### src/ppf_sqrt.sv
// Pipelined floor square root, one result digit per stage.
module ppf_sqrt #(
  parameter int N = 21
) (
  input  logic           clk,
  input  logic           en,
  input  logic [2*N-1:0] rad,
  output logic [N-1:0]   root
);

  localparam int RW = N + 1;

  logic [RW-1:0]  rem_q  [N];
  logic [N-1:0]   root_q [N];
  logic [2*N-1:0] rad_q  [N];
  logic [RW-1:0]  rem_i  [N];
  logic [N-1:0]   root_i [N];
  logic [2*N-1:0] rad_i  [N];
  logic [RW-1:0]  rem_n  [N];
  logic [N-1:0]   root_n [N];
  logic [2*N-1:0] rad_n  [N];
  logic [RW+1:0]  cur    [N];
  logic [RW+1:0]  trial  [N];
  logic           fit    [N];

  always_comb begin
    for (int k = 0; k < N; k++) begin
      if (k == 0) begin
        rem_i[k]  = '0;
        root_i[k] = '0;
        rad_i[k]  = rad;
      end else begin
        rem_i[k]  = rem_q[k-1];
        root_i[k] = root_q[k-1];
        rad_i[k]  = rad_q[k-1];
      end
      cur[k]    = {rem_i[k], rad_i[k][2*N-1 -: 2]};
      trial[k]  = {1'b0, root_i[k], 2'b01};
      fit[k]    = cur[k] >= trial[k];
      rem_n[k]  = fit[k] ? RW'(cur[k] - trial[k]) : RW'(cur[k]);
      root_n[k] = {root_i[k][N-2:0], fit[k]};
      rad_n[k]  = rad_i[k] << 2;
    end
  end

  always_ff @(posedge clk) begin
    if (en) begin
      for (int k = 0; k < N; k++) begin
        rem_q[k]  <= rem_n[k];
        root_q[k] <= root_n[k];
        rad_q[k]  <= rad_n[k];
      end
    end
  end

  assign root = root_q[N-1];

endmodule

### config.mk
export PLATFORM = sky130hd
export DESIGN_NAME = ppf_sqrt
export DESIGN_NICKNAME = d
export VERILOG_FILES = /design/src/ppf_sqrt.sv
export SDC_FILE = /design/constraint.sdc
export NUM_CORES = 1
export LEC_CHECK = 0
export BUFFER_PORTS_ARGS = -buffer_cell sky130_fd_sc_hd__buf_2
export CAP_MARGIN = 40
export CORE_MARGIN = 5
export CORE_UTILIZATION = 40
export CTS_BUF_LIST = sky130_fd_sc_hd__clkbuf_4
export DETAILED_ROUTE_END_ITERATION = 8
export GPL_TIMING_DRIVEN = 0
export PLACE_DENSITY = 0.63
export SLEW_MARGIN = 25
export SYNTH_ARGS = -nofsm -noshare
export SYNTH_HDL_FRONTEND = slang
export SYNTH_SLANG_ARGS = --single-unit
### constraint.sdc
create_clock -name clk -period 4.9 [get_ports clk]
set_input_delay 0.245 -clock clk [delete_from_list [all_inputs] [get_ports clk]]
set_output_delay 0.245 -clock clk [all_outputs]
set_load 0.03 [all_outputs]
Word-level counts from Yosys, hierarchy flattened --
Memories as Yosys holds them, arrays and structs flattened. Cells that the tools add are included.
Storage, ports and cells: bits in registers 0, RAM bits 1743, input bits 44, output and inout port bits 21, memories kept 3
Memory list:
- rad_q | words 21, width 40, rd ports 20, clocked after Yosys merged registers in 0, write ports 21, line 15 | logic [2*N-1:0] rad_q [N];
- rem_q | words 21, width 22, rd ports 20, clocked after Yosys merged registers in 0, write ports 21, line 13 | logic [RW-1:0] rem_q [N];
- root_q | words 21, width 21, rd ports 21, clocked after Yosys merged registers in 0, write ports 21, line 14 | logic [N-1:0] root_q [N];
Cells by class: $add $sub $neg 21, order comparisons 21, multiplexer cells 23
Operators with widths (count):
- >= comparator 24 x 23 -> 1 bit | 20
- 2-to-1 mux 22 bit | 21
- subtractor 22 bit | 20
- subtractor 2 x 1 -> 3 bit (second input constant) | 1
- >= comparator 2 x 1 -> 1 bit (second input constant) | 1
- 2-to-1 mux 1 bit | 2

Logic depth before layout (Yosys ltp) --
An unclocked memory read counts as a cell.
depth in word-level cells 3, depth in mapped cells 14, gate-level depth less buffers 11

Worst setup path after synthesis --
Ideal clock, no wire load.
path type register to register, start point memory rem_q[3][74] (netlist bit), end point memory rem_q[4][11] (netlist bit) (data pin), setup time 260 ps, arrival time 2785 ps, required time 4640 ps, path slack 1855 ps, stages on the path, launching flop included 10, path buffers 3, period minus slack after synthesis 3045 ps, cells stage by stage edfxtp_1 -> ha_1 -> clkbuf_1 -> nand3_1 -> or4_1 -> a21oi_1 -> o31a_1 -> clkbuf_1 -> clkbuf_1 -> mux2_2
RTL lines (line):
- from (decl) | 13

==> flow_summary.json <==
{
  "status": "completed",
  "synth_nets": 4023,
  "end_kind": "flop",
  "maxClockFrequency_ghz": 0.2462,
  "finalPower_mw": 23.46,
  "synth_top_area_cell": "edfxtp_1",
  "cpPeakStageDelay_ps": 620,
  "whs_ps": 253.5,
  "synth-compound-area-share": 0.09219,
  "clk_pin_slew_ps": 60,
  "die_area_sq_um": 129800,
  "worstPathCellList": "inv_1 -> ha_1 -> nor2b_1 -> o21ai_0 -> nand2b_1 -> a311oi_1 -> clkbuf_2 -> o21ai_0 -> nor2_1 -> clkinv_1 -> clkbuf_1 -> nor2_1 -> a21oi_1",
  "finalSetupTns_ps": 0,
  "cts_setup_buffers": 0,
  "synth.area.top_cells": "edfxtp_1 (65%), ha_1 (6.4%), xnor2_1 (3.0%)",
  "synth_top_family_by_area": "simple AND/OR/NAND/NOR gates",
  "core_area_sq_um": 121900,
  "placed_cells": 5429,
  "syn_inst": 3726,
  "vias": 29652,
  "cp_num_buf_inv": 4,
  "fin_skew_ps": 79.30,
  "synthArstFlopShare": 0,
  "rows": 128,
  "p_leak_nw": 21.79,
  "crit_path_start_kind": "flop",
  "antenna_found_initial": 2,
  "finalNonFillerCells": 6000,
  "postSynthRegisterBits": 1063,
  "place_congestion": 0.9357,
  "dieHeight_um": 360.3,
  "hold_viol": 0,
  "portBuffers": 64,
  "syn_avg_cell_area_sq_um": 13.18,
  "clk_path_buf_depth": 4,
  "cts_buffers": 299,
  "setup_viol": 0,
  "cp_top_family": "buffers and inverters",
  "dp_slack_ps": 593.5,
  "yosys.area_share.simple": 0.09323,
  "reg2reg_to": "rem_q[3][36]$_DFFE_PP_",
  "synth_xor_area_frac": 0.05691,
  "ys.warnings.count": 0,
  "hp-start": "en",
  "syn_area_sq_um": 49090,
  "clock-sinks": 1063,
  "first_global_vias": 30342,
  "layout_min_cycle_time_ps": 4062,
  "ant_nets": 0,
  "crit_slowest_cell": "nor2_1",
  "h-tree-depth": 5,
  "cp_max_fo": 10,
  "yosys.area_share.adder": 0.06448,
  "via_per_inst": 4.942,
  "rsz0062_at_grt": "false",
  "pin_count": 65,
  "worst-setup-path-type": "flop to flop",
  "nets": 4492,
  "synth_ff_type": "edfxtp_1",
  "min_to": "rem_q[1][66]$_DFFE_PP_",
  "first_pass_iters": 5,
  "relSlewSlack": 0.4550,
  "hold_path.class": "primary input to flop",
  "wl_per_cell_um": 14.49,
  "grt_overflow": 0,
  "fin_ws_ps": 837.7,
  "area_delta_synth_final_pct": 14.20,
  "synth_seq_area_share": 0.6502,
  "die_w_um": 360.3,
  "r2r-start": "root_q[1][84]$_DFFE_PP_",
  "cts_resized": 0,
  "worst_pin_slew_ps": 810.3,
  "muxShareOfSynthArea": 0.01336,
  "drv_slew": 0,
  "synth_edf_count": 1063,
  "grt_pass1_wl_um": 142500,
  "grt_util_all_layers": 0.1324,
  "synth.distinct_cells": 74,
  "reg2reg_depth": 13,
  "crit_arrival_ps": 4890,
  "hold_path_depth": 3,
  "dp_hpwl_um": 60100,
  "drive_above_1_share": 0.1381,
  "vdd_drop_max_mv": 0.2427,
  "start_util": 0.4028,
  "fin_crit_sh": 0.8290,
  "drc": 0,
  "rrSetupSlack_ps": 840,
  "routed_wl_um": 86910,
  "powerDensity_nw_per_um2": 418.5,
  "clk_latency_ps": 1160,
  "fill_cells": 10968,
  "grt_max_degree": 137,
  "cp_data_required_time_ps": 5730,
  "maxCapViolCount": 0,
  "netlist.area_leader.share": 0.6502,
  "root_buffer": "clkbuf_4",
  "drt_iter0_drc": 1424,
  "tritoncts": "done"
}
[kinds of logic (layout without fill, tap and decap cells)]
logic type      after synthesis  in the layout
other cells                   1              9
mux                          59             59
compound gates              730            730
xor+xnor                    319            319
buf+inv                     385           1026
flops                      1063           1063
fa+ha+maj                   253            253
simple gates                916            916
[how the worst max path moves through the flow]
stage	from	slack [ps]	end	depth (start not counted)
after floorplan	rem_q[3][74]$_DFFE_PP_	1850	rem_q[4][11]$_DFFE_PP_	9
after global placement	en	-12680	rem_q[4][84]$_DFFE_PP_	1
after detailed placement	root_q[1][84]$_DFFE_PP_	590	rem_q[3][36]$_DFFE_PP_	12
after CTS	root_q[1][84]$_DFFE_PP_	530	rem_q[3][36]$_DFFE_PP_	12
after global routing	rem_q[4][53]$_DFFE_PP_	560	rem_q[4][83]$_DFFE_PP_	12
final	root_q[1][84]$_DFFE_PP_	840	rem_q[3][36]$_DFFE_PP_	13
[cell usage in the layout (no fill, tap or decap), types with 151 or more instances in the layout]
master	instances
nor2_1	237
o21ai_0	185
ha_1	253
nand2_1	217
inv_1	312
xnor2_1	168
edfxtp_1	1063
clkbuf_4	421
xor2_1	151
a21oi_1	232
[synthesized netlist by cell type, types with 16 or more instances]
library cell / n
xnor2_1: 168
o21ai_0: 185
ha_1: 253
edfxtp_1: 1063
nand4_1: 37
nor3_1: 92
and3_1: 19
nand2b_1: 52
nand3_1: 46
clkbuf_1: 66
nor2b_1: 39
inv_1: 312
o22ai_1: 16
o21bai_1: 18
mux2_2: 52
a21o_1: 73
xor2_1: 151
o21a_1: 48
nor4_1: 45
a31oi_1: 18
or3_1: 47
nand2_1: 217
nor2_1: 237
a211oi_1: 17
or4_1: 28
a21oi_1: 232
[metrics by stage]
stage	area, sq um	utilization
6_report	56070	0.4600
5_1_grt	56070	0.4600
4_1_cts	56030	0.4597
3_5_place_dp	51750	0.4246
3_3_place_gp	51450	0.4221
2_1_floorplan	49090	-
[power breakdown]
part	internal [mW]	switching, mW	total [mW]
Sequential	11.4	0.550	11.9
Combinational	1.84	2.38	4.22
Clock	3.95	3.37	7.32
Total	17.2	6.30	23.5
[layer usage]
layer / track usage / wire length [um] / part of all wire
met3: 0.03087 / 3619 / 0.042
met2: 0.2290 / 43340 / 0.50
met1: 0.1476 / 35410 / 0.41
met5: 0 / 0 / 0
met4: 0.08383 / 4542 / 0.052
[flip-flops by register name (all words and copies together), names as in the netlist]
signal,count
rad_q,420
rem_q,412
root_q,231
[cell type report]
class / count / area [sq um] / area share
sequential: 1063 / 31920 / 0.5693
multi-input combinational: 2278 / 15730 / 0.2805
clock buffer: 421 / 3161 / 0.05637
tap: 1625 / 2033 / 0.03627
timing repair buffer: 168 / 1514 / 0.02700
inverter: 313 / 1175 / 0.02096
buffer: 72 / 275.3 / 0.004910
clock inverter: 52 / 239.0 / 0.004263
antenna: 8 / 20.02 / 0.0003571
[worst min-delay path: cells and delay by family]
family | cells | cell delay, ps
buf+inv | 3 | 900
[what timing repair did]
action / 4_1_cts / 5_1_grt
endpoints found under the setup margin: 0 / 0
hold buffers: 87 / 0
endpoints found under the hold margin: 451 / 0
Power figures use the tool's default switching activity.
